[src/wav_pkg.sv]
// shared constants, codes and types for the windowed axis velocity block
// no dependencies; imported by every module of the block
package wav_pkg;

  localparam int RING_DEPTH_DEF = 64;

  localparam int CFG_IDX_W  = 8;
  localparam int CFG_DATA_W = 16;

  localparam logic [CFG_IDX_W-1:0] CFG_MIN_SAMPLES = 8'd0;
  localparam logic [CFG_IDX_W-1:0] CFG_MAX_AGE     = 8'd1;

  localparam logic [6:0]  MIN_SAMPLES_RST = 7'd2;
  localparam logic [15:0] MAX_AGE_RST     = 16'd100;

  localparam logic [1:0] FUNC_POS   = 2'd0;
  localparam logic [1:0] FUNC_QUERY = 2'd1;
  localparam logic [1:0] FUNC_CLEAR = 2'd2;

  localparam logic [1:0] STAT_OK   = 2'd0;
  localparam logic [1:0] STAT_FEW  = 2'd1;
  localparam logic [1:0] STAT_ZERO = 2'd2;

  typedef enum logic [2:0] {
    ST_IDLE,
    ST_DECODE,
    ST_FIRST,
    ST_PREV,
    ST_WALK,
    ST_DIVGO,
    ST_DIVWAIT,
    ST_OUT
  } state_t;

endpackage

[src/wav_ring.sv]
// sample ring storage: movement and timestamp per entry
// one write port, one read port with registered read data; uses wav_pkg
module wav_ring import wav_pkg::*; #(
  parameter int RING_DEPTH = RING_DEPTH_DEF
) (
  input  logic                          clk,
  input  logic                          we,
  input  logic [$clog2(RING_DEPTH)-1:0] waddr,
  input  logic [31:0]                   wmov,
  input  logic [31:0]                   wtime,
  input  logic [$clog2(RING_DEPTH)-1:0] raddr,
  output logic [31:0]                   rmov,
  output logic [31:0]                   rtime
);

  logic [63:0] mem [RING_DEPTH];

  always_ff @(posedge clk) begin
    if (we) begin
      mem[waddr] <= {wtime, wmov};
    end
  end

  always_ff @(posedge clk) begin
    {rtime, rmov} <= mem[raddr];
  end

endmodule

[config.mk]
export PLATFORM = sky130hd
export DESIGN_NAME = wav_ring
export DESIGN_NICKNAME = d
export VERILOG_FILES = /design/src/wav_pkg.sv /design/src/wav_ring.sv
export SDC_FILE = /design/constraint.sdc
export NUM_CORES = 2
export LEC_CHECK = 0
export BUFFER_PORTS_ARGS = -buffer_cell sky130_fd_sc_hd__buf_2
export CORE_ASPECT_RATIO = 0.75
export CORE_MARGIN = 1
export CORE_UTILIZATION = 60
export DETAILED_ROUTE_END_ITERATION = 12
export GPL_TIMING_DRIVEN = 0
export PLACE_DENSITY = 0.76
export RECOVER_POWER = 100
export REMOVE_ABC_BUFFERS = 1
export SYNTH_ARGS = -nofsm -noshare
export SYNTH_HDL_FRONTEND = slang
export SYNTH_SLANG_ARGS = --single-unit
[constraint.sdc]
create_clock -name clk -period 8.2 [get_ports clk]
set_input_delay 2.05 -clock clk [delete_from_list [all_inputs] [get_ports clk]]
set_output_delay 2.05 -clock clk [all_outputs]
set_load 0.005 [all_outputs]
======== Yosys cells after proc, flatten, opt, wreduce, memory -nomap -nowiden ========
Memory sizes are Yosys's and may differ from the RTL's. A register that Yosys moved wholly into a read port is not among the register bits.
Index checks and enable logic that the tools add are counted.
operators by class
  muxes and demuxes ....................... 2
operators by type and width
  operator           count
  two-way mux 1 bit  2
word-level totals
  logic and storage cells ................. 3
  input bits .............................. 78
  memory bits (writable) .................. 4,096
  bits in registers ....................... 0
  memories ................................ 1
  output and inout bits ................... 64
memory list
  memory  words  bits a word  read ports  clocked after memory_dff  wr ports  RTL line        text
  mem     64     64           1           1                         1         wav_ring.sv:16  logic [63:0] mem [RING_DEPTH];

======== Longest topological paths before layout ========
  depth in word-level cells ............... 2
  mapped depth ............................ 9
  mapped depth without buffers ............ 5

======== Worst setup path after synthesis ========
OpenSTA, ideal clock, no wires.
  kind .................................... input-to-reg
  start point ............................. in waddr[3]
  end point ............................... mem mem[48][0], enable pin
  library setup time ...................... 0.564 ns
  arrival ................................. 6.922 ns
  data required time ...................... 7.636 ns
  slack ................................... 0.714 ns
  stages on the path ...................... 4
  path buffers ............................ 1
  cell sequence ........................... clkbuf_1 nor2b_1 nand4b_1 nor3_1
RTL lines
  what             RTL line        text
  start, declared  wav_ring.sv:8   input logic [$clog2(RING_DEPTH)-1:0] waddr,
  end, declared    wav_ring.sv:16
Straight into the memory's write port.

======== Final worst setup path ========
  start point ............................. in we
  end point ............................... mem mem[40][33], enable pin
between the ends
  cells in the longest elaborated chain, start to end .. 2
RTL lines
  what                                     RTL line        text
  start, declared                          wav_ring.sv:7   input logic we,
  two-way mux 1 bit                        wav_ring.sv:19  if (we) begin
  two-way mux 1 bit (implied by the code)  wav_ring.sv:20  mem[waddr] <= {wtime, wmov};
Every way passes these cells.

==> out/results.tsv <==
stage	metric	value	unit
critical_path	Max Fanout on Critical Path	17	
power	Power Total	43200	uW
routing	DRT Pass-1 Iters	8	
final_layout	Final Non-Filler Cells	10800	
critical_path	WP data required	8.79	ns
timing	Final Max Tran Viols	8297	
yosys	YS warnings	0	
yosys	Mapped Cells	6598	
critical_path	CP startpoint kind	input port	
timing	Worst Hold Margin	0.871	ns
final_layout	area delta synth->final	11.2	%
power	Worst VDD drop	0.182	mV
routing	vias post-DR	78300	
flow_run	maximum capacitance violations	311	
routing	Routed wire per std cell	39.1	um
timing	RSZ-0062 raised after global routing	no	
critical_path	kind of cell adding the most delay to the critical path	buffers and inverters	
min_path	worst min path class	reg -> reg	
clock_tree	Clock Tree Buf Depth	4	
power	leakage	0.0537	uW
floorplanning	Row Count	161	
yosys	syn_area_per_cell	23.7	um2
global_route	GRT Util Overall	32.2	%
timing	actual slew at the worst max-slew pin	2.89	ns
place	pre-CTS WS	0.450	ns
clock_tree	Sink Count	4160	
routing	ANT nets after route	0	
yosys	Post-Syn Area	0.156	mm2
global_route	largest net degree at the start of global routing	140	
clock_tree	Clk Latency, worst-skew pair	0.94	ns
place	DP Wirelength	241000	um
global_route	first-pass GRT wire length	589000	um
timing	Final min period	7.99	ns
final_layout	footprint of the multi-input gates	0.0303	mm2
floorplanning	chip height	444	um
routing	DRC	0	
critical_path	crit path max-delay cell type	nor2_1	
floorplanning	die area	0.263	mm2
routing	vias per cell	7.27	
final_layout	most frequent cells in the layout	edfxtp_1, mux4_2, clkbuf_1	
critical_path	Critical Path Most Common Cell	clkbuf_1	
critical_path	crit-path cells	clkbuf_1 -> nor2b_1 -> nand2_1 -> nor2_1 -> clkbuf_1 -> clkbuf_1 -> buf_12	
timing	Rel. slew slack	-93.2	%
place	Placed Cells	10100	
clock_tree	Clk pin slew, worst setup/hold paths	0.07	ns
routing	initial DRC count	13200	
clock_tree	Post-CTS Hold Fix Bufs	0	
critical_path	Critical path buffers and inverters	4	
place	GPL Wtd Cong	0.730	
clock_tree	CTS tree	yes	
global_route	vias in the first global route	78300	
yosys	Seq/Total Area, Yosys	79.5	%
floorplanning	Initial Util	60.6	%
clock_tree	CTS resizes	0	
timing	crit share post-route	97.4	%
final_layout	flip-flop and latch area	0.124	mm2
run_status	failing checks	max-capacitance violations, max-slew violations	
clock_tree	buffer count from post-CTS setup fixing	0	
final_layout	FILL cells	14900	
timing	setup TNS	0	ns
critical_path	CP max stage delay	2.19	ns
routing	drt total wl	421000	um
place	port bufs	141	
global_route	initial antenna violation count	24	
run_status	status	complete, but fails checks	
power	power per cell area	248	mW/mm2
final_layout	Total Nets Final	7119	
final_layout	commonest non-fill, non-tap cell in the layout	edfxtp_1	
critical_path	Worst Path Arrival	8.58	ns
timing	Hold Vio Cnt, Final	0	
timing	Setup Viol. Count Final	0	
clock_tree	Num CTS Buffers	375	
final_layout	proportion of layout cells with a drive suffix above 1	23.0	%
floorplanning	# IOs	142	
floorplanning	die extent in x	591	um
critical_path	type of element capturing the critical path	flip-flop	
clock_tree	clock root buffer	clkbuf_16	
floorplanning	core area	0.258	mm2
critical_path	WS Path Type	in -> reg	
yosys	Yosys reg bits	4160	
global_route	total grt overflow	0	
clock_tree	H-tree levels	5	
yosys	Synth cell types	33	
timing	fin worst setup slack	0.212	ns
timing	Max Fclk	0.125	GHz
timing	final clock skew	0.0453	ns
-- power by group --
part / total, uW / switching [uW] / internal [uW]
sequential: 23600 / 57.0 / 23600
clock: 17600 / 7850 / 9740
combinational: 1960 / 1220 / 741
-- final cells by class --
type / instances / share of cell area [%]
clock buffers: 471 / 5.78
clock inverters: 200 / 1.14
well taps: 3423 / 2.46
diodes: 14 / 0.0201
inverters: 19 / 0.0410
repair buffers: 436 / 1.66
multi-input cells: 2049 / 17.4
flip-flops and latches: 4160 / 71.5
-- routing by layer --
metal | share of wire, % | GRT usage [%]
met1 | 34 | 44.6
met2 | 46 | 49.1
met3 | 14 | 8.09
met4 | 5.3 | 15.3
met5 | 0.025 | 0
-- synthesized netlist by cell type (all sizes together) --
library cell / count / share of area [%]
or2: 28 / 0.11
nand2: 58 / 0.14
o22ai: 83 / 0.33
inv: 19 / 0.046
clkbuf: 140 / 0.34
nand3b: 2 / 0.0096
a2bb2oi: 19 / 0.11
o221ai: 38 / 0.21
and3: 64 / 0.26
and2: 3 / 0.012
a31o: 1 / 0.0056
edfxtp: 4096 / 79
dfxtp: 64 / 0.82
or3: 29 / 0.12
nand4: 2 / 0.0080
nor3: 2 / 0.0064
buf: 230 / 0.80
mux4: 1024 / 15
a211oi: 63 / 0.30
nor2: 112 / 0.27
a22o: 88 / 0.49
a22oi: 168 / 0.81
or3b: 1 / 0.0056
nand2b: 11 / 0.044
nor2b: 28 / 0.11
a41oi: 26 / 0.15
nand3: 45 / 0.14
a31oi: 18 / 0.072
nand4b: 1 / 0.0056
mux2i: 135 / 0.86
-- sequential cells by signal, indices dropped and copies added (netlist names) --
name / flops
mem: 4096
rtime: 32
rmov: 32
-- cells by family after synthesis --
group	Yosys count	synth area share, %
flip-flops	4160	79.5
AND/OR/NAND/NOR	386	1.24
multiplexers	1159	15.6
AO/OA/AOI/OAI	504	2.48
buffers and inverters	389	1.18
-- through the flow --
| step | cell area, um2 | util [%] |
|---|---|---|
| 2_1_floorplan | 155000 | - |
| 3_3_place_gp | 160000 | 61.9 |
| 3_5_place_dp | 166000 | 64.5 |
| 4_1_cts | 178000 | 69.2 |
| 5_1_grt | 174000 | 67.4 |
| 6_report | 174000 | 67.4 |
-- worst reg2reg max path: cells and delay by family (launching register included) --
kind | cells | cell delay (ns)
multiplexers | 2 | 0.36
flip-flops | 1 | 0.35
AO/OA/AOI/OAI | 3 | 1.52
-- worst paths after layout --
path	endpoint	from	slack, ns	cells after the start
setup / recovery	mem[40][33]	we	0.21	7
hold / removal	rmov[10]	mem[62][10]	0.87	4
setup reg to reg	rmov[19]	mem[50][19]	5.71	5
hold reg to reg	rmov[10]	mem[62][10]	0.87	4
Note: power is estimated with default switching activity, not from simulation.
