--- config.mk ---
export PLATFORM = sky130hd
export DESIGN_NAME = wav_div
export DESIGN_NICKNAME = d
export VERILOG_FILES = /design/src/wav_pkg.sv /design/src/wav_div.sv
export SDC_FILE = /design/constraint.sdc
export NUM_CORES = 1
export LEC_CHECK = 0
export BUFFER_PORTS_ARGS = -buffer_cell sky130_fd_sc_hd__buf_2
export CAP_MARGIN = 20
export CORE_MARGIN = 5
export CORE_UTILIZATION = 40
export CTS_CLUSTER_DIAMETER = 40
export CTS_CLUSTER_SIZE = 20
export DETAILED_ROUTE_END_ITERATION = 8
export MAX_ROUTING_LAYER = met4
export REMOVE_ABC_BUFFERS = 1
export SLEW_MARGIN = 10
export SYNTH_ARGS = -nofsm -noshare
export SYNTH_HDL_FRONTEND = slang
export SYNTH_SLANG_ARGS = --single-unit
--- constraint.sdc ---
create_clock -name clk -period 6.5 [get_ports clk]
set_input_delay 0 -clock clk [delete_from_list [all_inputs] [get_ports clk]]
set_output_delay 0 -clock clk [all_outputs]
set_load 0.02 [all_outputs]
--- src/wav_pkg.sv ---
// shared constants, codes and types for the windowed axis velocity block
// no dependencies; imported by every module of the block
package wav_pkg;

  localparam int RING_DEPTH_DEF = 64;

  localparam int CFG_IDX_W  = 8;
  localparam int CFG_DATA_W = 16;

  localparam logic [CFG_IDX_W-1:0] CFG_MIN_SAMPLES = 8'd0;
  localparam logic [CFG_IDX_W-1:0] CFG_MAX_AGE     = 8'd1;

  localparam logic [6:0]  MIN_SAMPLES_RST = 7'd2;
  localparam logic [15:0] MAX_AGE_RST     = 16'd100;

  localparam logic [1:0] FUNC_POS   = 2'd0;
  localparam logic [1:0] FUNC_QUERY = 2'd1;
  localparam logic [1:0] FUNC_CLEAR = 2'd2;

  localparam logic [1:0] STAT_OK   = 2'd0;
  localparam logic [1:0] STAT_FEW  = 2'd1;
  localparam logic [1:0] STAT_ZERO = 2'd2;

  typedef enum logic [2:0] {
    ST_IDLE,
    ST_DECODE,
    ST_FIRST,
    ST_PREV,
    ST_WALK,
    ST_DIVGO,
    ST_DIVWAIT,
    ST_OUT
  } state_t;

endpackage

--- src/wav_div.sv ---
// restoring unsigned divider, one quotient bit per cycle
// start loads operands, done pulses when the quotient is ready; uses wav_pkg
module wav_div import wav_pkg::*; #(
  parameter int NUM_W = 46,
  parameter int DEN_W = 38
) (
  input  logic             clk,
  input  logic             rst,
  input  logic             start,
  input  logic [NUM_W-1:0] dividend,
  input  logic [DEN_W-1:0] divisor,
  output logic             done,
  output logic [NUM_W-1:0] quotient
);

  localparam int CW = $clog2(NUM_W + 1);

  logic             busy;
  logic [CW-1:0]    cnt;
  logic [DEN_W:0]   rem;
  logic [NUM_W-1:0] quo;
  logic [DEN_W-1:0] den;
  logic [DEN_W:0]   shifted;
  logic [DEN_W:0]   diff;
  logic             ge;

  always_comb begin
    shifted = {rem[DEN_W-1:0], quo[NUM_W-1]};
    ge      = shifted >= {1'b0, den};
    diff    = shifted - {1'b0, den};
  end

  always_ff @(posedge clk) begin
    if (rst) begin
      busy <= 1'b0;
      done <= 1'b0;
    end else begin
      done <= 1'b0;
      if (start) begin
        busy <= 1'b1;
        rem  <= '0;
        quo  <= dividend;
        den  <= divisor;
        cnt  <= CW'(NUM_W);
      end else if (busy) begin
        rem <= ge ? diff : shifted;
        quo <= {quo[NUM_W-2:0], ge};
        cnt <= cnt - CW'(1);
        if (cnt == CW'(1)) begin
          busy <= 1'b0;
          done <= 1'b1;
        end
      end
    end
  end

  assign quotient = quo;

endmodule

Word level (Yosys, flattened, before mapping):

Cells that the tools add are included.

* register bits: 130
* input bits: 87
* output and inout bits: 47
* logic and storage cells: 25

* $add $sub $neg: 2
* magnitude comparators: 1
* equality and inequality tests: 1
* multiplexer cells: 9
* bitwise logic cells: 2
* reduce and logical (&&, ||, !) cells: 4

Operators with widths (number)
* 46-bit 2-to-1 mux: 2
* 38-bit 2-to-1 mux: 2
* 39-bit by 38-bit >= comparator with 1-bit output: 1
* 38-bit subtractor: 1
* 6-bit by 1-bit == test with 1-bit output (second input constant): 1
* 6-bit 2-to-1 mux: 1
* 6-bit by 1-bit subtractor with 6-bit output (second input constant): 1
* 1-bit 2-to-1 mux: 4
* 2-bit AND reduction: 2
* 3-bit OR reduction: 1
* 1-bit inverter: 2
* 2-bit nonzero test: 1

Depth between registers and ports, before layout:

Gate-level depths: netlist (run 1).

* word-level depth: 4
* mapped depth: 14

Worst setup path after synthesis (run 1):

Ideal clock, no wire load.

* kind: in2reg
* from: input port start
* to: register cnt[0], enable pin
* setup time: 0.541 ns
* arrival: 4.409 ns
* data required time: 5.959 ns
* slack: 1.551 ns
* stages on the path: 4
* cell sequence: clkbuf_1 -> clkbuf_1 -> nor2_1 -> nor2_1

* longest elaborated chain between the ends: 2

Ends and longest elaborated chain
* from (decl): RTL line wav_div.sv:9 `input logic start,`
* 2-bit nonzero test (no source line)
* 2-bit AND reduction (no source line)
* to (signal assigned): RTL line wav_div.sv:44 `cnt <= CW'(NUM_W);`
* to (signal assigned): RTL line wav_div.sv:48 `cnt <= cnt - CW'(1);`
* to (decl): RTL line wav_div.sv:19 `logic [CW-1:0] cnt;`

No other way between the ends.
A chain may end at the register's enable or synchronous reset.

Final worst setup path (run 1):

* from: register rem[19]
* to: register rem[32], data pin

* longest elaborated chain between the ends: 3

Ends and longest elaborated chain
* from (decl): RTL line wav_div.sv:20 `logic [DEN_W:0] rem;`
* from (signal assigned): RTL line wav_div.sv:46 `rem <= ge ? diff : shifted;`
* 38-bit subtractor or 39-bit by 38-bit >= comparator with 1-bit output (tied branches): RTL line wav_div.sv:30, wav_div.sv:29
* 38-bit 2-to-1 mux (*): RTL line wav_div.sv:46
* 38-bit 2-to-1 mux (*): RTL line wav_div.sv:45 `end else if (busy) begin`

Every way passes the cells marked *; elsewhere a longest branch is shown, timed or not. The select of a mux whose other input is x is not followed.

==> flow_metrics.env, run 1 <==
export IMPL_status="complete, no violations"
export IMPL_worstPathArrival_ns=3.87
export IMPL_dr_pass1_iters=5
export IMPL_drtIter0Drc=461
export IMPL_viasPerCell=5.358
export IMPL_die_area_mm2=0.02175
export IMPL_r2r_end="rem[32]$_SDFFCE_PP0P_"
export IMPL_hpwlAfterDp_mm=13.92
export IMPL_path_cells="ha_1, a21oi_1, o21ai_1, nor2b_1, a211oi_1, nand3_1, buf_4, a21oi_1, a211oi_1"
export IMPL_setup_violations=0
export IMPL_hp_class="in -> reg"
export IMPL_wl_per_cell_um=17.64
export IMPL_diodes=0
export IMPL_cp_start_kind="flop"
export IMPL_slew_headroom=0.3990
export IMPL_hold_viol_final=0
export IMPL_globalRouteOverflowTotal=0
export IMPL_die_h_um=147.5
export IMPL_ys_types=54
export IMPL_synth_common_cells="edfxtp_1, a21oi_1, o21ai_0"
export IMPL_whs_endpoint="rem[28]$_SDFFCE_PP0P_"
export IMPL_worstSkewPairLatency_ns=0.43
export IMPL_clkTransAtPathRegs_ns=0.06
export IMPL_clock_sinks=130
export IMPL_reg2reg_slack_ns=2.76
export IMPL_cp_slowest_cell="nand3_1"
export IMPL_path_depth=9
export IMPL_min_period_over_period=0.5755
export IMPL_cts_tree="done"
export IMPL_worst_pin_slew_ns=0.9015
export IMPL_fp_row_count=50
export IMPL_finalClockSkew_ns=0.01067
export IMPL_root_buffer="clkbuf_16"
export IMPL_peakVddDrop_mv=0.1865
export IMPL_yosys_register_bits=130
export IMPL_drc=0
export IMPL_grt_pass1_vias=6408
export IMPL_synthArstFlopShare=0
export IMPL_syn_cell_area_mm2=0.007561
export IMPL_dpl_cell_area_mm2=0.008519
export IMPL_tns_ns=0
export IMPL_slew_violations=0
export IMPL_place_congestion=0.9147
export IMPL_worstSetupPathType="reg -> reg"
export IMPL_cts_setup_buffers=0
export IMPL_synth_edf_count=128
export IMPL_path_max_fanout=18
export IMPL_holdCritStartpoint="start"
export IMPL_min_path_cells=2
export IMPL_grt_pass1_wl_mm=32.82
export IMPL_nets=1039
export IMPL_vias=6205
export IMPL_synthTopCellsByArea="edfxtp_1, mux2_2, ha_1"
export IMPL_fp_dieW_um=147.5
export IMPL_yosysMostFrequentCell="edfxtp_1"
export IMPL_postSynthAreaPerCell_um2=10.89
export IMPL_cts_buffers=17
export IMPL_r2r_cells=9
export IMPL_timing_hold_ws_ns=0.08714
export IMPL_cp_num_buf_inv=1
export IMPL_period_needed_ns=3.741
export IMPL_maxCapViolations=0
export IMPL_finalPower_mw=2.855
export IMPL_cp_end_kind="flop"
export IMPL_grt_use_total=0.1942
export IMPL_antenna_found_initial=0
export IMPL_synth_top_cell_by_area="edfxtp_1"
export IMPL_ys_flop_type="edfxtp_1"
export IMPL_coreArea_mm2=0.01864
export IMPL_leakagePower_nw=4.036
export IMPL_synth_warning_count=0
export IMPL_start_util=0.4056
export IMPL_synth_top_area_frac=0.5084
export IMPL_drt_total_wl_mm=20.43
export IMPL_netlist_instances=694
export IMPL_cpPeakStageDelay_ns=0.76
export IMPL_critical_path_required_ns=6.63
export IMPL_ios=134
export IMPL_rsz0062_at_grt="false"
export IMPL_r2r_start="rem[19]$_SDFFCE_PP0P_"
export IMPL_final_cell_area_mm2=0.009991
export IMPL_ctsHtreeMaxLevel=4
export IMPL_portBuffers=133
export IMPL_p_per_area_mw_per_mm2=285.8
export IMPL_worst_slack_ns=2.759
export IMPL_ys_seq_area_frac=0.5137
export IMPL_pre_cts_slack_ns=2.768
export IMPL_drive_gt1_frac=0.2522
export IMPL_grt_max_degree=57
export IMPL_area_growth_pct=32.14
export IMPL_crit_family="compound AO/OA/AOI/OAI gates"
export IMPL_crit_start="rem[19]$_SDFFCE_PP0P_"
export IMPL_antenna_left=0
export IMPL_max_freq_mhz=267.3
export IMPL_ctsLongestPathBuffers=2
cells in the final DEF (no fill, tap or decap), types with 13 or more instances in the layout:
cell / n
nor2_1: 31
buf_2: 132
nand3_1: 36
nand2_1: 38
a21o_1: 13
mux2_2: 46
o21ai_0: 57
ha_1: 40
xnor2_1: 22
clkbuf_16: 17
a21oi_1: 75
dlygate4sd3_1: 85
edfxtp_1: 128
inv_1: 52
power by group:
| group | leakage, nW | switching, mW | internal [mW] |
|---|---|---|---|
| registers | 1.24 | 0.0332 | 1.02 |
| clock network | 0.308 | 0.409 | 0.616 |
| logic | 2.49 | 0.465 | 0.315 |
area by class of cell:
type                            instances  area, µm²
Sequential cell                       130       3884
Multi-Input combinational cell        484       3400
Clock inverter                         15      195.2
Clock buffer                           17      425.4
Tap cell                              234      292.8
Inverter                               52      195.2
Fill cell                            1651       8652
Timing Repair Buffer                  226       1599
routing by layer:
| metal | global-route usage | wire (µm) |
|---|---|---|
| met5 | - | 0 |
| met4 | 0.05312 | 263 |
| met3 | 0.04905 | 1247 |
| met2 | 0.3106 | 9615 |
| met1 | 0.2476 | 9299 |
worst max path at each step:
stage,slack (ns),end
CTS,2.75,rem[26]$_SDFFCE_PP0P_
global route,2.52,rem[32]$_SDFFCE_PP0P_
detailed placement,2.77,rem[26]$_SDFFCE_PP0P_
finish,2.76,rem[32]$_SDFFCE_PP0P_
floorplan,1.79,cnt[0]$_SDFFCE_PP0P_
global placement,2.79,rem[32]$_SDFFCE_PP0P_
per-stage QoR:
step             util  cells
4_1_cts        0.5359   1158
6_report       0.5359   1158
5_1_grt        0.5359   1158
3_5_place_dp   0.4570   1041
2_1_floorplan       -    666
3_3_place_gp   0.4555   1040
cells by family (layout without fill, tap and decap cells):
group           count (synthesis)  count (layout)  share of synthesized area
simple gates                  157             157                     0.1016
buf+inv                        80             310                    0.03972
compound gates                207             207                     0.1695
mux                            46              46                    0.06851
fa+ha+maj                      41              41                    0.06884
xor+xnor                       33              33                    0.03823
flops                         130             130                     0.5137
state kept, by name, summed over array words and instances (netlist names):
signal	cells
done	1
den	38
busy	1
cnt	6
quotient	46
rem	38
what timing repair did:
action | 4_1_cts | 5_1_grt
hold buffers | 85 | 0
endpoints found under the hold margin | 85 | 0
resized for setup | 0 | 0
No activity file was read; power rests on OpenSTA's default activity.
==> run 2: changes to the inputs <==
==> constraint.sdc (replaced) <==
create_clock -name clk -period 3.55 [get_ports clk]
set_input_delay 0 -clock clk [delete_from_list [all_inputs] [get_ports clk]]
set_output_delay 0 -clock clk [all_outputs]
set_load 0.02 [all_outputs]
==> run 2 against run 1 <==
Net effect:
- highest routed layer unchanged
- clock power rose by 51%
- flip-flop and latch count is the same
- hold slack worse by 0.045 ns
- final cell count rose by 0.60%
- register-to-register slack worse by 2.6 ns
- combinational power grew 90%
- routed wire length shrank 0.88%
- critical path type unchanged
- count of clock-buffer cells in the layout grew 1
- cell area is 0.25% lower
- global-route usage shrank 0.28 points
- core utilization down 0.13 points
==> flow_metrics.env, run 2 (synthesized netlist as in run 1, its figures left out) <==
export IMPL_largest_reg_flops=46
export IMPL_path_cells="inv_1, ha_1, inv_1, fa_1, a21o_1, a221oi_4, o21ai_2, a311oi_4, a211oi_2, o211a_1, o21ai_1, or4b_1, a21oi_1"
export IMPL_hold_viol_final=0
export IMPL_coreArea_mm2=0.01864
export IMPL_holdCritStartpoint="start"
export IMPL_drc=0
export IMPL_peakVddDrop_mv=0.3522
export IMPL_fp_dieW_um=147.5
export IMPL_cp_slowest_cell="or4b_1"
export IMPL_start_util=0.4056
export IMPL_wl_met3_mm=1.224
export IMPL_viasPerCell=5.402
export IMPL_cts_tree="done"
export IMPL_setup_violations=0
export IMPL_finalClockSkew_ns=0.009691
export IMPL_drive_gt1_frac=0.2535
export IMPL_grt_max_degree=77
export IMPL_status="complete, no violations"
export IMPL_ctsHtreeMaxLevel=4
export IMPL_hpwlAfterDp_mm=14.07
export IMPL_worst_pin_slew_ns=0.8614
export IMPL_clock_sinks=130
export IMPL_fp_row_count=50
export IMPL_rsz0062_at_grt="false"
export IMPL_die_h_um=147.5
export IMPL_maxCapViolations=0
export IMPL_globalRouteOverflowTotal=0
export IMPL_timing_hold_ws_ns=0.04234
export IMPL_slew_headroom=0.4257
export IMPL_min_period_over_period=0.9556
export IMPL_drt_total_wl_mm=20.25
export IMPL_period_needed_ns=3.393
export IMPL_fillerInstances=1644
export IMPL_r2r_cells=13
export IMPL_cpPeakStageDelay_ns=0.44
export IMPL_p_per_area_mw_per_mm2=497.8
export IMPL_r2r_end="rem[30]$_SDFFCE_PP0P_"
export IMPL_worstSetupPathType="reg -> reg"
export IMPL_grt_pass1_vias=6496
export IMPL_critical_path_required_ns=3.82
export IMPL_wl_met2_mm=9.277
export IMPL_ios=134
export IMPL_grt_pass1_wl_mm=32.73
export IMPL_dr_max_layer_used="met4"
export IMPL_grt_use_total=0.1914
export IMPL_final_common_cell="buf_2"
export IMPL_nets=1047
export IMPL_dr_pass1_iters=7
export IMPL_reg2reg_slack_ns=0.16
export IMPL_layout_common_cells="buf_2, edfxtp_1, dlygate4sd3_1"
export IMPL_worstSkewPairLatency_ns=0.42
export IMPL_wl_met1_mm=9.298
export IMPL_ctsLongestPathBuffers=2
export IMPL_max_freq_mhz=294.8
export IMPL_min_path_cells=2
export IMPL_cp_end_kind="flop"
export IMPL_antenna_found_initial=0
export IMPL_crit_family="compound AO/OA/AOI/OAI gates"
export IMPL_leakagePower_nw=4.011
export IMPL_whs_endpoint="rem[28]$_SDFFCE_PP0P_"
export IMPL_root_buffer="clkbuf_16"
export IMPL_place_congestion=0.9354
export IMPL_cp_start_kind="flop"
export IMPL_slew_violations=0
export IMPL_drtIter0Drc=338
export IMPL_hp_class="in -> reg"
export IMPL_path_max_fanout=3
export IMPL_tns_ns=0
export IMPL_portBuffers=133
export IMPL_r2r_start="quotient[45]$_DFFE_PP_"
export IMPL_area_growth_pct=31.81
export IMPL_vias=6293
export IMPL_cpMostUsedCell="inv_1"
export IMPL_die_area_mm2=0.02175
export IMPL_clkTransAtPathRegs_ns=0.06
export IMPL_worstPathArrival_ns=3.66
export IMPL_antenna_left=0
export IMPL_cts_setup_buffers=0
export IMPL_cts_buffers=17
export IMPL_diodes=0
export IMPL_cp_num_buf_inv=2
export IMPL_wl_per_cell_um=17.38
## run 2: metrics by stage
| step | setup slack, ns | std cells | util | power [mW] | instance area [µm²] |
|---|---|---|---|---|---|
| global route | 0.004351 | 1165 | 0.5346 | 5.233 | 9966 |
| detailed placement | 0.1523 | 1049 | 0.4605 | 3.331 | 8584 |
| global placement | 0.2158 | 1049 | 0.4605 | 3.331 | 8584 |
| finish | 0.1575 | 1165 | 0.5346 | 4.961 | 9966 |
| floorplan | -1.157 | 666 | - | 2.880 | 7456 |
| CTS | 0.1260 | 1165 | 0.5340 | 4.986 | 9955 |
## run 2: report_power, final
part / switching, mW / internal, mW
Sequential: 0.0615 / 1.86
Clock: 0.674 / 0.884
Combinational: 0.861 / 0.619
## run 2: how the worst max path moves through the flow
stage,depth (start not counted),slack [ns],start,end
floorplan,2,-1.16,busy$_SDFF_PP0_,cnt[0]$_SDFFCE_PP0P_
global placement,13,0.22,quotient[45]$_DFFE_PP_,rem[30]$_SDFFCE_PP0P_
detailed placement,13,0.15,quotient[45]$_DFFE_PP_,rem[30]$_SDFFCE_PP0P_
CTS,13,0.13,quotient[45]$_DFFE_PP_,rem[30]$_SDFFCE_PP0P_
global route,13,0.004,quotient[45]$_DFFE_PP_,rem[30]$_SDFFCE_PP0P_
finish,13,0.16,quotient[45]$_DFFE_PP_,rem[30]$_SDFFCE_PP0P_
## run 2: worst reg2reg max path: stages (launching register included)
cell      delay, ns
edfxtp_1       0.40
inv_1          0.07
ha_1           0.15
inv_1          0.05
fa_1           0.39
a21o_1         0.24
a221oi_4       0.28
o21ai_2        0.15
a311oi_4       0.41
a211oi_2       0.14
o211a_1        0.25
o21ai_1        0.12
or4b_1         0.44
a21oi_1        0.16
## run 2: layout make-up
| cell class | count | area [µm²] | area share |
|---|---|---|---|
| Multi-Input combinational cell | 484 | 3411 | 0.3422 |
| Clock buffer | 18 | 429.2 | 0.04306 |
| Clock inverter | 13 | 90.09 | 0.009040 |
| Timing Repair Buffer | 234 | 1664 | 0.1670 |
| Inverter | 52 | 195.2 | 0.01959 |
| Tap cell | 234 | 292.8 | 0.02938 |
| Sequential cell | 130 | 3884 | 0.3897 |
## run 2: metal layers
layer	global-route usage	vias to the layer above
met5	-	-
met3	0.04139	36
li1	-	3070
met4	0.06198	0
met2	0.2988	223
met1	0.2505	2964
## run 2: repair_timing
item	in CTS	in global routing
hold buffers	85	0
gates resized for setup	0	1
hold endpoints to repair	85	0
endpoints found under the setup margin	0	1
