$ cat src/wav_pkg.sv
// shared constants, codes and types for the windowed axis velocity block
// no dependencies; imported by every module of the block
package wav_pkg;

  localparam int RING_DEPTH_DEF = 64;

  localparam int CFG_IDX_W  = 8;
  localparam int CFG_DATA_W = 16;

  localparam logic [CFG_IDX_W-1:0] CFG_MIN_SAMPLES = 8'd0;
  localparam logic [CFG_IDX_W-1:0] CFG_MAX_AGE     = 8'd1;

  localparam logic [6:0]  MIN_SAMPLES_RST = 7'd2;
  localparam logic [15:0] MAX_AGE_RST     = 16'd100;

  localparam logic [1:0] FUNC_POS   = 2'd0;
  localparam logic [1:0] FUNC_QUERY = 2'd1;
  localparam logic [1:0] FUNC_CLEAR = 2'd2;

  localparam logic [1:0] STAT_OK   = 2'd0;
  localparam logic [1:0] STAT_FEW  = 2'd1;
  localparam logic [1:0] STAT_ZERO = 2'd2;

  typedef enum logic [2:0] {
    ST_IDLE,
    ST_DECODE,
    ST_FIRST,
    ST_PREV,
    ST_WALK,
    ST_DIVGO,
    ST_DIVWAIT,
    ST_OUT
  } state_t;

endpackage

$ cat src/wav_seq.sv
// sequencer and datapath: position update, ring walk, divider control,
// output register; drives wav_ring and wav_div, uses wav_pkg
module wav_seq import wav_pkg::*; #(
  parameter int RING_DEPTH = RING_DEPTH_DEF
) (
  input  logic                                clk,
  input  logic                                rst,
  input  logic                                in_valid,
  output logic                                in_ready,
  input  logic [1:0]                          in_func,
  input  logic [31:0]                         in_position,
  input  logic [31:0]                         in_timestamp,
  input  logic [6:0]                          min_samples,
  input  logic [15:0]                         max_age_ms,
  output logic                                ring_we,
  output logic [$clog2(RING_DEPTH)-1:0]       ring_waddr,
  output logic [31:0]                         ring_wmov,
  output logic [31:0]                         ring_wtime,
  output logic [$clog2(RING_DEPTH)-1:0]       ring_raddr,
  input  logic [31:0]                         ring_rmov,
  input  logic [31:0]                         ring_rtime,
  output logic                                div_start,
  output logic [32+$clog2(RING_DEPTH)+7:0]    div_dividend,
  output logic [32+$clog2(RING_DEPTH)-1:0]    div_divisor,
  input  logic                                div_done,
  input  logic [32+$clog2(RING_DEPTH)+7:0]    div_quotient,
  output logic                                out_valid,
  input  logic                                out_ready,
  output logic [31:0]                         out_velocity,
  output logic [1:0]                          out_status,
  output logic                                out_changed,
  output logic [31:0]                         out_tracked
);

  localparam int IDX_W  = $clog2(RING_DEPTH);
  localparam int CNT_W  = $clog2(RING_DEPTH + 1);
  localparam int CMP_W  = (CNT_W > 7) ? CNT_W : 7;
  localparam int DIST_W = 32 + IDX_W;
  localparam int NUM_W  = DIST_W + 8;
  localparam logic [IDX_W-1:0] LAST_IDX  = IDX_W'(RING_DEPTH - 1);
  localparam logic [CNT_W-1:0] DEPTH_CNT = CNT_W'(RING_DEPTH);

  state_t state, state_next;

  logic [1:0]         func_r;
  logic [31:0]        pos_r;
  logic [31:0]        now_r;
  logic [IDX_W-1:0]   wi;
  logic [CNT_W-1:0]   cnt;
  logic [31:0]        tracked;
  logic [IDX_W-1:0]   rd_idx;
  logic [CNT_W-1:0]   step;
  logic [31:0]        prev_t;
  logic [DIST_W-1:0]  dist_acc;
  logic [DIST_W-1:0]  total;
  logic [31:0]        vel;
  logic [1:0]         status;
  logic               changed;

  logic               few;
  logic [IDX_W-1:0]   wi_inc;
  logic [CNT_W-1:0]   cnt_inc;
  logic [CNT_W:0]     wi_ext;
  logic [CNT_W:0]     c_ext;
  logic [CNT_W:0]     oldest_full;
  logic [IDX_W-1:0]   rd_inc;
  logic [32:0]        diff;
  logic [31:0]        mov_sat;
  logic [31:0]        age;
  logic               in_win;
  logic [31:0]        gap;
  logic [DIST_W-1:0]  dist_sum;
  logic [DIST_W-1:0]  total_sum;
  logic [DIST_W-1:0]  abs_dist;
  logic [31:0]        vel_sat;
  logic               out_free;

  always_comb begin
    few     = CMP_W'(cnt) < CMP_W'(min_samples);
    wi_inc  = (wi == LAST_IDX) ? '0 : wi + IDX_W'(1);
    cnt_inc = (cnt == DEPTH_CNT) ? cnt : cnt + CNT_W'(1);
    // oldest entry after the idle sample has gone in
    wi_ext  = (CNT_W+1)'(wi_inc);
    c_ext   = (CNT_W+1)'(cnt_inc);
    oldest_full = (c_ext > wi_ext) ? wi_ext + (CNT_W+1)'(RING_DEPTH) - c_ext
                                   : wi_ext - c_ext;
    rd_inc  = (rd_idx == LAST_IDX) ? '0 : rd_idx + IDX_W'(1);

    diff = {pos_r[31], pos_r} - {tracked[31], tracked};
    if (diff[32] != diff[31]) begin
      mov_sat = diff[32] ? 32'h8000_0000 : 32'h7fff_ffff;
    end else begin
      mov_sat = diff[31:0];
    end

    age       = now_r - ring_rtime;
    in_win    = age <= {16'b0, max_age_ms};
    gap       = ring_rtime - prev_t;
    dist_sum  = dist_acc + {{IDX_W{ring_rmov[31]}}, ring_rmov};
    total_sum = total + {{IDX_W{1'b0}}, gap};

    abs_dist = dist_acc[DIST_W-1] ? (~dist_acc + DIST_W'(1)) : dist_acc;
    if (!dist_acc[DIST_W-1]) begin
      vel_sat = (div_quotient[NUM_W-1:31] != '0) ? 32'h7fff_ffff : div_quotient[31:0];
    end else if ((div_quotient[NUM_W-1:32] != '0) ||
                 (div_quotient[31] && (div_quotient[30:0] != '0))) begin
      vel_sat = 32'h8000_0000;
    end else begin
      vel_sat = ~div_quotient[31:0] + 32'd1;
    end

    out_free = !out_valid || out_ready;
  end

  always_ff @(posedge clk) begin
    if (rst) begin
      state <= ST_IDLE;
    end else begin
      state <= state_next;
    end
  end

  always_comb begin
    state_next = state;
    in_ready   = 1'b0;
    ring_we    = 1'b0;
    div_start  = 1'b0;
    case (state)
      ST_IDLE: begin
        in_ready = 1'b1;
        if (in_valid) begin
          state_next = ST_DECODE;
        end
      end
      ST_DECODE: begin
        if (func_r == FUNC_POS) begin
          ring_we    = 1'b1;
          state_next = ST_OUT;
        end else if (func_r == FUNC_QUERY && !few) begin
          ring_we    = 1'b1;
          state_next = ST_FIRST;
        end else begin
          state_next = ST_OUT;
        end
      end
      ST_FIRST: state_next = ST_PREV;
      ST_PREV: begin
        state_next = (cnt <= CNT_W'(1)) ? ST_DIVGO : ST_WALK;
      end
      ST_WALK: begin
        if (step == cnt - CNT_W'(1)) begin
          state_next = ST_DIVGO;
        end
      end
      ST_DIVGO: begin
        if (total == '0) begin
          state_next = ST_OUT;
        end else begin
          div_start  = 1'b1;
          state_next = ST_DIVWAIT;
        end
      end
      ST_DIVWAIT: begin
        if (div_done) begin
          state_next = ST_OUT;
        end
      end
      ST_OUT: begin
        if (out_free) begin
          state_next = ST_IDLE;
        end
      end
      default: state_next = ST_IDLE;
    endcase
  end

  assign ring_waddr   = wi;
  assign ring_wmov    = (func_r == FUNC_POS) ? mov_sat : 32'd0;
  assign ring_wtime   = now_r;
  assign ring_raddr   = rd_idx;
  assign div_dividend = {abs_dist, 8'b0};
  assign div_divisor  = total;

  always_ff @(posedge clk) begin
    if (rst) begin
      wi        <= '0;
      cnt       <= '0;
      tracked   <= '0;
      out_valid <= 1'b0;
    end else begin
      if (out_valid && out_ready) begin
        out_valid <= 1'b0;
      end
      case (state)
        ST_IDLE: begin
          if (in_valid) begin
            func_r  <= in_func;
            pos_r   <= in_position;
            now_r   <= in_timestamp;
            vel     <= '0;
            status  <= STAT_OK;
            changed <= 1'b0;
          end
        end
        ST_DECODE: begin
          case (func_r)
            FUNC_POS: begin
              wi  <= wi_inc;
              cnt <= cnt_inc;
              if (pos_r != tracked) begin
                tracked <= pos_r;
                changed <= 1'b1;
              end
            end
            FUNC_QUERY: begin
              if (few) begin
                status <= STAT_FEW;
              end else begin
                wi       <= wi_inc;
                cnt      <= cnt_inc;
                rd_idx   <= oldest_full[IDX_W-1:0];
                dist_acc <= '0;
                total    <= '0;
              end
            end
            FUNC_CLEAR: begin
              wi  <= '0;
              cnt <= '0;
            end
            default: ;
          endcase
        end
        ST_FIRST: rd_idx <= rd_inc;
        ST_PREV: begin
          prev_t <= ring_rtime;
          rd_idx <= rd_inc;
          step   <= CNT_W'(1);
        end
        ST_WALK: begin
          // newest time is the query time itself
          if (in_win) begin
            dist_acc <= dist_sum;
            total    <= total_sum;
          end
          prev_t <= ring_rtime;
          rd_idx <= rd_inc;
          step   <= step + CNT_W'(1);
        end
        ST_DIVGO: begin
          if (total == '0) begin
            status <= STAT_ZERO;
          end
        end
        ST_DIVWAIT: begin
          if (div_done) begin
            vel <= vel_sat;
          end
        end
        ST_OUT: begin
          if (out_free) begin
            out_valid    <= 1'b1;
            out_velocity <= vel;
            out_status   <= status;
            out_changed  <= changed;
            out_tracked  <= tracked;
          end
        end
        default: ;
      endcase
    end
  end

endmodule

$ cat config.mk
export PLATFORM = sky130hd
export DESIGN_NAME = wav_seq
export DESIGN_NICKNAME = d
export VERILOG_FILES = /design/src/wav_pkg.sv /design/src/wav_seq.sv
export SDC_FILE = /design/constraint.sdc
export NUM_CORES = 1
export LEC_CHECK = 0
export BUFFER_PORTS_ARGS = -buffer_cell sky130_fd_sc_hd__buf_2
export CORE_UTILIZATION = 40
export DETAILED_ROUTE_END_ITERATION = 7
export GPL_ROUTABILITY_DRIVEN = 0
export SYNTH_ARGS = -nofsm -noshare
export SYNTH_HDL_FRONTEND = slang
export SYNTH_SLANG_ARGS = --single-unit
$ cat constraint.sdc
create_clock -name clk -period 9.4 [get_ports clk]
set_clock_uncertainty 0.2 [all_clocks]
set_input_delay 0.47 -clock clk [delete_from_list [all_inputs] [get_ports clk]]
set_output_delay 0.47 -clock clk [all_outputs]
set_load 0.02 [all_outputs]
* Word-level counts from Yosys, hierarchy flattened
Cells that the tools add are included.
** Storage, ports and cells
- Register bits after elaboration :: 338
- Output and inout bits :: 231
** Operators by class
- Bitwise operators :: 3
- Add/subtract/negate cells :: 15
- Eq/ne operators :: 27
- Reduce and logical (&&, ||, !) cells :: 34
- Multiplexer cells :: 55
- Magnitude comparators :: 4
** Operator list (number)
- 2-to-1 mux 32 bit :: 8
- 2-to-1 mux 38 bit :: 5
- case mux 38 bit (2 select lines) :: 2
- case mux 32 bit (2 select lines) :: 1
- subtractor 32 bit :: 2
- adder 38 x 1 -> 38 bit (second input constant) :: 1
- adder 38 x 32 -> 38 bit :: 1
- adder 38 bit :: 1
- logical NOT 38 bit :: 1
- inverter 38 bit :: 1
- 2-to-1 mux 6 bit :: 6
- subtractor 32 x 32 -> 33 bit :: 1
- adder 32 x 1 -> 32 bit (second input constant) :: 1
- <= comparator 32 x 16 -> 1 bit :: 1
- != test 32 bit :: 1
- inverter 32 bit :: 1
- nonzero test 31 bit :: 1
- != test 2 bit (second input constant) :: 12
- case mux 3 bit (8 select lines) :: 1
- case mux 7 bit (3 select lines) :: 1
- adder 6 x 1 -> 6 bit (second input constant) :: 3
- 2-to-1 mux 3 bit :: 6
- case mux 6 bit (3 select lines) :: 1
- nonzero test 15 bit :: 1
- 38 further kinds :: 78

* Depth between registers and ports, before layout
Gate-level depths: netlist (run 1).
- Depth in word-level cells :: 8
- Depth in mapped cells :: 25
- Mapped depth without buffers :: 25

* Least setup slack after synthesis (run 1)
Ideal clock, no wire load.
- Path type :: reg-to-reg
- From :: reg now_r[1] (netlist: ring_wtime[1])
- To :: reg dist_acc[0] (enable)
- Data arrival time :: 8022 ps
- Path buffers :: 0
- Cell stages (with the launch flop) :: 22
- Path slack :: 552 ps
- Period minus slack after synthesis :: 8848 ps
- Cells stage by stage :: edfxtp_1 -> ha_1 -> nor2b_1 -> o31a_1 -> or4_1 -> nand3_1 -> o21bai_1 -> inv_1 -> o21ai_0 -> xor2_1 -> ha_1 -> nand4_1 -> nor2_1 -> a2111o_1 -> a211oi_1 -> a21oi_1 -> or4_1 -> nor4_1 -> nand4_1 -> nor4_1 -> nand4_1 -> o32ai_1
** Between the ends
- Word-level cells in the longest chain between the ends :: 4
** Ends and longest elaborated chain
- from (decl) :: RTL line wav_seq.sv:47 : logic [31:0] now_r;
- from (signal assigned) :: RTL line wav_seq.sv:199 : now_r <= in_timestamp;
- subtractor 32 bit :: RTL line wav_seq.sv:96 : age = now_r - ring_rtime;
- <= comparator 32 x 16 -> 1 bit :: RTL line wav_seq.sv:97 : in_win = age <= {16'b0, max_age_ms};
- != test 2 bit (no line)
- AND reduction 5 bit (no line)
- to (signal assigned) :: RTL line wav_seq.sv:242 : dist_acc <= dist_sum;
- to (decl) :: RTL line wav_seq.sv:54 : logic [DIST_W-1:0] dist_acc;
No other way between the ends.
A chain may end at the register's enable or synchronous reset.

* Final worst setup path (run 1)
- From :: in ring_rtime[1]
- To :: reg dist_acc[30] (enable)
** Between the ends
- Word-level cells in the longest chain between the ends :: 4
** Ends and longest elaborated chain
- from (decl) :: RTL line wav_seq.sv:21 : input logic [31:0] ring_rtime,
- subtractor 32 bit :: RTL line wav_seq.sv:96
- <= comparator 32 x 16 -> 1 bit :: RTL line wav_seq.sv:97
- != test 2 bit (no line)
- AND reduction 5 bit (no line)
No other way between the ends.

==> flow_summary.json, run 1 <==
{
  "grt_pass1_vias": 19500,
  "critPathMaxFanout": 46,
  "slew_headroom_pct": 20.3,
  "start_util_pct": 40.7,
  "async_reset_ff_share_pct": 0,
  "tightest_slew_ns": 1.19,
  "grt_start_max_net_pins": 99,
  "ys_seq_elements": 338,
  "whs_path_depth": 3,
  "dieArea_um2": 58700,
  "cts-buffers-inserted": 42,
  "final_cell_mix": "426 x buf_2, 289 x edfxtp_1, 265 x nor2_1",
  "drc_errors": 0,
  "cts_tree": "done",
  "io_buffers": 426,
  "ant_nets": 0,
  "vias": 20200,
  "fin_crit_sh_pct": 70.2,
  "synth_area_um2": 23100,
  "critPathLaunchType": "primary input",
  "cts_resized": 0,
  "grt_pass1_wl_mm": 107,
  "grt.overflow.total": 0,
  "r2r_slack_ns": 3.12,
  "row_count": 87,
  "final.fill_count": 5284,
  "r2r_start": "ring_wtime[1]",
  "first_pass_iters": 5,
  "leakage_nw": 12.1,
  "fmax_mhz": 152,
  "use_met3_pct": 3.87,
  "ir_drop_mv": 0.152,
  "clock_latency_ns": 0.58,
  "hp-start": "div_quotient[0]",
  "hold_path_end": "vel[0]",
  "reg2reg_depth": 22,
  "dpl_cell_area_um2": 26000,
  "drive_gt1_share_pct": 18.3,
  "post_cts_buffers": 0,
  "min_period_ns": 6.60,
  "final-hold-violation-count": 0,
  "cts_buffer_depth": 3,
  "cts.clk_slew.worst_paths_ns": 0.06,
  "wl_mm": 68.2,
  "finalSetupTns_ns": 0,
  "setup_viol": 0,
  "crit_type": "primary input to register",
  "drt-initial-drc-count": 1096,
  "rsz0062_at_grt": "no",
  "wl_per_cell_um": 18.3,
  "place_hpwl_mm": 50.8,
  "die_w_um": 242,
  "ioPinCount": 435,
  "synth_cell_type_count": 79,
  "grt_antenna_before_repair": 6,
  "grt.met1_usage_pct": 29.3,
  "endpoint_kind": "register",
  "die_y_um": 242,
  "cap_violations": 0,
  "htreeDepth": 2,
  "busiest_layer": "met2",
  "crit_arrival_ns": 6.59,
  "synth_area_per_cell_um2": 9.55,
  "cts-root-buf": "clkbuf_16",
  "core_area_um2": 56700,
  "synth_edf_count": 289,
  "slew_violations": 0,
  "grtUsageMet2_pct": 37.7,
  "seq_area_frac_synth_pct": 41.8,
  "powerDensity_nw_per_um2": 176,
  "final_nets": 3344,
  "syn_inst": 2417,
  "required_ns": 9.39,
  "stdcell_area_um2": 28600,
  "cts.sinks": 338,
  "final_common_cell": "buf_2",
  "status": "completed",
  "ys.flop_type": "edfxtp_1",
  "grtUsageTotal_pct": 22.7,
  "regToRegEndpoint": "dist_acc[30]",
  "holdCritPathClass": "primary input to register",
  "vias_per_cell": 5.42,
  "areaGrowthSynthToFinish_pct": 23.7,
  "synth_warnings": 0
}
[synthesized netlist by cell type, types with 29 or more instances]
cell type  count  share of area (%)
edfxtp_1     289                 38
nor3_1        41               0.89
nand2_1      151                2.5
a21o_1        83                2.7
o21ai_0      166                3.6
clkbuf_1      66                1.1
a21oi_1      194                4.2
xnor2_1      134                5.1
ha_1         201                 11
mux2i_1       43                1.9
nand3_1       46                1.0
xor2_1        72                2.7
dfxtp_1       49                4.2
inv_1        173                2.8
nor2_1       266                4.3
nand4_1       29               0.79
[layout make-up]
| class | instances | area, um2 | share of cell area (%) |
|---|---|---|---|
| tap | 756 | 946 | 3.31 |
| inverter | 174 | 653 | 2.29 |
| antenna | 9 | 22.5 | 0.0788 |
| clock inverter | 30 | 432 | 1.51 |
| timing repair buffer | 541 | 3240 | 11.3 |
| multi-input combinational | 1836 | 12500 | 43.9 |
| sequential | 338 | 9660 | 33.8 |
| clock buffer | 46 | 1090 | 3.81 |
[metal layers]
metal / part of all wire [%] / vias up
met5: 0 / -
met4: 3.3 / 0
met3: 5.8 / 127
met2: 47 / 569
met1: 43 / 9645
li1: - / 9862
[critical path: stages]
cell,delay (ns)
dlygate4sd3_1,0.59
buf_2,0.18
inv_1,0.09
ha_1,0.28
nor2b_1,0.14
o31a_1,0.27
or4_1,0.53
nand3_1,0.15
o21bai_1,0.16
inv_1,0.08
o21ai_0,0.11
xor2_1,0.18
ha_1,0.33
nand4_1,0.16
nor2_1,0.08
a2111o_1,0.36
a211oi_1,0.23
a21oi_1,0.09
or4_1,0.48
nor4_1,0.23
nand4_1,0.13
nor4_1,0.28
nand4_1,0.23
o32ai_4,0.16
buf_4,0.57
[what timing repair did]
| action | in CTS | in global routing |
|---|---|---|
| hold endpoints to repair | 98 | 0 |
| endpoints found under the setup margin | 0 | 0 |
| hold buffers | 98 | 0 |
[worst max path at each step]
stage / start / end / slack [ns]
after floorplan: ring_wtime[1] / dist_acc[0] / 0.55
after global placement: ring_rtime[1] / dist_acc[22] / 3.11
after detailed placement: ring_rtime[1] / dist_acc[16] / 2.94
after CTS: ring_rtime[1] / dist_acc[26] / 2.90
after global routing: ring_rtime[1] / dist_acc[21] / 2.31
final: ring_rtime[1] / dist_acc[30] / 2.80
[power breakdown]
group	switching, mW	leakage (nW)	total (mW)	internal (mW)
Clock	0.681	0.722	1.79	1.11
Sequential	0.0631	3.06	1.83	1.77
Combinational	0.855	8.30	1.42	0.563
Total	1.60	12.1	5.04	3.44
[logic make-up after synthesis]
| group | count (synthesis) | share of synthesized area (%) |
|---|---|---|
| AOI/OAI and AO/OA | 666 | 18.2 |
| xor gates and xnor gates | 206 | 7.81 |
| adders and majority gates | 207 | 11.4 |
| buffers and inverters | 250 | 4.21 |
| DFF | 338 | 41.8 |
| muxes | 44 | 1.91 |
| other | 1 | 0.0162 |
| and+or+nand+nor | 705 | 14.6 |
[metrics by stage]
step / utilization, % / total power [mW] / cells / hold slack (ns) / setup WS, ns
2_1_floorplan: - / 2.84 / 2424 / 0.200 / 0.552
3_3_place_gp: 45.9 / 3.21 / 3547 / 0.204 / 3.11
3_5_place_dp: 45.9 / 3.24 / 3547 / 0.205 / 2.94
4_1_cts: 50.3 / 5.09 / 3721 / 0.0400 / 2.90
5_1_grt: 50.4 / 5.31 / 3727 / 0.0829 / 2.31
6_report: 50.4 / 5.04 / 3730 / 0.0647 / 2.80
(Power assumes the default switching activity.)
==> inputs of run 2 (changes only) <==
- ABC_AREA: default -> 1
- clock period: 9.4 -> 6.58 ns (I/O delays scaled with it)
==> run 2 against run 1 <==
Combinational power rose to 3.6 times the previous value. Synthesized cell count up 41%. Largest cell class unchanged. Area after synthesis up 11%. Global-route usage up 0.80 points. Clock power up 47%. Non-clock buffer count up 21. Routed wire length up 15%. Highest routed layer is now met5.
==> flow_summary.json, run 2 <==
{
  "status": "completed",
  "ys_seq_elements": 338,
  "pwr-share-clk_pct": 24.1,
  "synth_cell_type_count": 55,
  "cts_resized": 0,
  "yosysTopAreaCellShare_pct": 33.7,
  "powerDensity_nw_per_um2": 344,
  "r2r_slack_ns": 1.75,
  "wl_per_cell_um": 16.2,
  "final.fill_count": 6362,
  "power_frac_seq_pct": 28.7,
  "cts.sinks": 338,
  "die_y_um": 256,
  "tightest_slew_ns": 1.15,
  "critPathMaxFanout": 5,
  "htreeDepth": 2,
  "comb_power_share_pct": 47.2,
  "drive_gt1_share_pct": 13.8,
  "grt_pass1_wl_mm": 123,
  "wl_mm": 78.5,
  "first_pass_iters": 5,
  "setup_viol": 0,
  "ioPinCount": 435,
  "critical-path-slowest-cell": "dlygate4sd3_1",
  "row_count": 92,
  "cpPeakStageDelay_ns": 0.52,
  "synth_edf_count": 289,
  "final-hold-violation-count": 0,
  "ir_drop_mv": 0.257,
  "dieArea_um2": 65400,
  "multi_input_area_um2": 13800,
  "endpoint_kind": "register",
  "regToRegEndpoint": "div_divisor[37]",
  "ant_nets": 0,
  "synth_area_per_cell_um2": 7.56,
  "netlist_top_cells_count": "706 x nand2_1, 549 x inv_1, 365 x nor2_1, 323 x a21oi_1, 289 x edfxtp_1",
  "crit_arrival_ns": 5.02,
  "drt-initial-drc-count": 1735,
  "fin_util_pct": 49.9,
  "grt.overflow.total": 0,
  "synth_area_leaders": "edfxtp_1 34%, nand2_1 10%, ha_1 9.8%",
  "final_common_cell": "nand2_1",
  "cts-root-buf": "clkbuf_16",
  "switching_share_pct": 43.1,
  "finalSetupTns_ns": 0,
  "slew_headroom_pct": 22.8,
  "power_switching_mw": 4.69,
  "holdCritPathClass": "primary input to register",
  "cap_violations": 0,
  "seq_area_frac_synth_pct": 37.5,
  "power_mw": 10.9,
  "drc_errors": 0,
  "place_ws_ns": 1.68,
  "setup.worst_path.start": "ring_rtime[0]",
  "cts-buffers-inserted": 43,
  "core_area_um2": 63300,
  "synth_area_um2": 25700,
  "vias_per_cell": 5.02,
  "crit_end": "div_divisor[37]",
  "die_w_um": 256,
  "clock_latency_ns": 0.60,
  "reg2reg_depth": 21,
  "grt_antenna_before_repair": 10,
  "cts.clk_slew.worst_paths_ns": 0.06,
  "r2r_start": "prev_t[0]",
  "worst_slack_ns": 1.68,
  "final_nets": 4373,
  "slew_violations": 0,
  "hold_buffers": 127,
  "grt_pass1_vias": 23000,
  "rsz0062_at_grt": "no",
  "async_reset_ff_share_pct": 0,
  "cts_tree": "done",
  "synth_warnings": 0,
  "fin_crit_sh_pct": 74.5,
  "yosysMostFrequentCell": "nand2_1",
  "min_period_ns": 4.90,
  "start_util_pct": 40.7,
  "fmax_mhz": 204,
  "regArea_um2": 9660,
  "post_cts_buffers": 0,
  "grtUsageTotal_pct": 23.5,
  "crit_type": "primary input to register",
  "io_buffers": 426,
  "final_cell_mix": "705 x nand2_1, 549 x inv_1, 426 x buf_2",
  "ys.flop_type": "edfxtp_1",
  "critPathLaunchType": "primary input",
  "grt_start_max_net_pins": 77,
  "syn_inst": 3404,
  "cts_buffer_depth": 3,
  "place_hpwl_mm": 61.1,
  "yosys.area.top_type": "edfxtp_1",
  "p_int_mw": 6.19,
  "areaGrowthSynthToFinish_pct": 22.9,
  "leakage_nw": 14.5,
  "required_ns": 6.70,
  "critical_path.cell_chain": "dlygate4sd3_1 > buf_2 > inv_1 > ha_1 > fa_1 > inv_1 > nand3_1 > nand2_1 > a21oi_1 > o21ai_0 > a21boi_0 > o21ai_0 > nand2_1 > nand3_1 > nand2_1 > ha_1 > a21oi_1 > a21boi_0 > o21ai_0 > a21oi_1 > nand3_1 > and2_1 > o21ai_0 > a21oi_1",
  "vias": 24300
}
==> run 2: cell types whose count changed after synthesis, sizes merged, moves of 43 or more <==
cell / delta
a21o: -60
a21oi: +130
inv: +381
mux2i: -43
nand2: +561
nand3: +120
nor2: +104
o21ai: +77
xnor2: -69
==> run 2: routing by layer <==
metal	vias to the layer above	track usage, %	wire, um
li1	12500	-	-
met1	11000	32.1	36000
met2	733	38.3	35500
met3	121	3.20	4870
met4	6	7.53	2170
met5	-	0	27
==> run 2: cell type report <==
class / count / area share (%)
Clock buffer: 47 / 3.55
Clock inverter: 31 / 1.40
Inverter: 554 / 6.58
Tap cell: 846 / 3.35
Antenna cell: 5 / 0.0396
Multi-Input combinational cell: 2463 / 43.6
Sequential cell: 338 / 30.5
Timing Repair Buffer: 562 / 11.0
==> run 2: cells by family after synthesis <==
family | Yosys count | synth area share [%]
compound gates | 712 | 15.3
xor+xnor | 143 | 4.92
fa+ha+maj | 207 | 10.2
buf+inv | 610 | 9.25
flops | 338 | 37.5
other cells | 1 | 0.0146
simple gates | 1393 | 22.8
==> run 2: worst min-delay path by stage <==
stage,start,to,slack [ns],cells past startpoint
2_1_floorplan,changed,out_changed,0.20,0
3_5_place_dp,vel[6],out_velocity[6],0.20,0
6_report,div_quotient[1],vel[1],0.04,3
3_3_place_gp,vel[27],out_velocity[27],0.20,0
4_1_cts,div_quotient[1],vel[1],0.0003,3
5_1_grt,div_quotient[1],vel[1],0.03,3
==> run 2: power groups by stage <==
| stage | Combinational, mW | Clock [mW] | Sequential [mW] |
|---|---|---|---|
| after floorplan | 3.56 | 0 | 3.20 |
| after global placement | 5.01 | 0 | 3.16 |
| after detailed placement | 5.02 | 0 | 3.16 |
| after CTS | 5.12 | 2.69 | 3.12 |
| after global routing | 5.76 | 2.75 | 3.16 |
| final | 5.13 | 2.63 | 3.12 |
==> run 2: worst max-delay path: cells and delay by family <==
family                     cells  cell delay [ns]
AOI/OAI and AO/OA             10             2.10
adders and majority gates      3             0.96
and+or+nand+nor                7             0.84
buffers and inverters          4             0.78
==> run 2: stage by stage <==
step                      instance area [um2]  instances  hold WS, ns
after floorplan                         25800       3411        0.200
after global placement                  28800       4636        0.201
after detailed placement                28800       4636        0.205
after CTS                               31600       4841     0.000342
after global routing                    31600       4845       0.0275
final                                   31600       4846       0.0368
==> inputs of run 3 (changes only) <==
- clock period: 6.58 -> 4.95 ns (I/O delays scaled with it)
==> run 3 against run 2 <==
Largest power group unchanged. Highest routed layer is now met4. Combinational power is 34% higher. Clock-buffer cell count is 5 higher. Largest cell class unchanged. Core utilization is 0.30 points higher. Via count is 1.5% higher. Sequential share of layout area is 0.18 points lower. Non-clock buffer count is 27 higher. Sequential power is 33% higher. Register-to-register slack worse by 1.3 ns. Total power is 31% higher. First-iteration DRC count is 13% higher.
==> flow_summary.json, run 3 (same netlist as run 2, synthesis figures left out) <==
{
  "place_hpwl_mm": 61.9,
  "stdcell_area_um2": 31800,
  "drc_errors": 0,
  "critPathLaunchType": "register",
  "dr.max_layer_used": "met4",
  "finalSetupTns_ns": 0,
  "fin_util_pct": 50.2,
  "required_ns": 5.06,
  "ioPinCount": 435,
  "cts_tree": "done",
  "cts.clk_slew.worst_paths_ns": 0.05,
  "grt.overflow.total": 0,
  "final_cells": 4867,
  "min_period_ns": 4.46,
  "fin_crit_sh_pct": 90.2,
  "wirelength_met1_mm": 36.5,
  "crit_type": "register to register",
  "cap_violations": 0,
  "leakage_nw": 14.6,
  "cts-root-buf": "clkbuf_16",
  "clock_latency_ns": 0.59,
  "fmax_mhz": 224,
  "critPathMaxFanout": 5,
  "drt-initial-drc-count": 1967,
  "vias": 24700,
  "r2r_slack_ns": 0.49,
  "grt_pass1_wl_mm": 126,
  "rsz0062_at_grt": "no",
  "setup_viol": 0,
  "place_inst": 4641,
  "dieArea_um2": 65400,
  "row_count": 92,
  "dpl_cell_area_um2": 28800,
  "tightest_slew_ns": 1.16,
  "htreeDepth": 2,
  "ir_drop_mv": 0.292,
  "cts.sinks": 338,
  "holdCritPathClass": "primary input to register",
  "drive_gt1_share_pct": 13.7,
  "grtUsageTotal_pct": 23.9,
  "powerDensity_nw_per_um2": 449,
  "final_common_cell": "nand2_1",
  "wl_met3_mm": 4.41,
  "endpoint_kind": "register",
  "status": "completed",
  "core_area_um2": 63300,
  "final-hold-violation-count": 0,
  "vias_per_cell": 5.07,
  "die_w_um": 256,
  "cts_buffer_depth": 3,
  "slew_violations": 0,
  "grt_antenna_before_repair": 2,
  "start_util_pct": 40.7,
  "cts-buffers-inserted": 42,
  "post_cts_buffers": 0,
  "die_y_um": 256,
  "first_pass_iters": 8,
  "crit_arrival_ns": 4.58,
  "grt_pass1_vias": 23500,
  "routed-wl-met2_mm": 36.5,
  "io_buffers": 426,
  "grt_start_max_net_pins": 77,
  "areaGrowthSynthToFinish_pct": 23.6,
  "slew_headroom_pct": 22.4,
  "wl_mm": 79.9,
  "final_cell_mix": "705 x nand2_1, 549 x inv_1, 426 x buf_2",
  "ant_nets": 0,
  "power_mw": 14.3,
  "final_nets": 4399,
  "wl_per_cell_um": 16.4
}
==> run 3: changes by cell type in the layout (fill, tap and decap cells not counted), sizes merged <==
| cell | previous run | this run |
|---|---|---|
| clkinvlp | 2 | 1 |
| dlygate4sd3 | 127 | 149 |
| clkinv | 17 | 12 |
| bufinv | 10 | 8 |
| buf | 435 | 440 |
| diode | 5 | 2 |
| clkbuf | 47 | 52 |
==> run 3: final timing paths <==
check,from,endpoint,depth (start not counted)
worst max register to register,prev_t[0],div_divisor[37],21
worst min register to register,vel[23],out_velocity[23],0
worst max-delay path,prev_t[0],div_divisor[37],21
worst min-delay path,ring_rmov[14],dist_acc[14],3
==> run 3: repair_timing <==
action                                 CTS  global route
endpoints found under the hold margin  156             0
resized for setup                        0             3
setup endpoints to repair                0             3
hold buffers                           149             0
==> run 3: worst max-delay path: stages (launching register included) <==
cell	delay [ns]
edfxtp_1	0.37
ha_1	0.23
fa_1	0.41
inv_1	0.07
nand3_1	0.06
nand2_1	0.14
a21oi_1	0.12
o21ai_1	0.19
a21boi_0	0.18
o21ai_1	0.22
nand2_1	0.10
nand3_1	0.08
nand2_1	0.08
ha_1	0.33
a21oi_1	0.22
a21boi_0	0.30
o21ai_0	0.18
a21oi_1	0.18
nand3_1	0.15
and2_1	0.17
o21ai_0	0.13
a21oi_1	0.06
==> run 3: final cells by class <==
cell class | count | area [um2]
fill | 6264 | 31500
clock inverter | 23 | 383
multi-input combinational | 2463 | 13800
clock buffer | 52 | 1090
inverter | 554 | 2080
tap | 846 | 1060
timing repair buffer | 589 | 3750
sequential | 338 | 9660
antenna | 2 | 5.00
==> run 3: metrics by stage <==
step	worst slack, ns	hold WS [ns]
after floorplan	0.374	0.146
after global routing	0.0397	0.0285
after CTS	0.323	0.00626
final	0.486	0.0350
after global placement	0.376	0.201
after detailed placement	0.301	0.205
==> run 3: layer usage <==
layer	GRT usage, %	vias to the layer above
li1	-	12600
met1	32.2	11300
met2	39.2	718
met3	3.32	146
met4	7.90	0
met5	0	-
==> run 3: power breakdown <==
part           internal, mW  switching [mW]  leakage, nW
clock network          2.00            1.30        0.705
registers              3.78           0.355         3.08
logic                  2.32            4.54         10.8
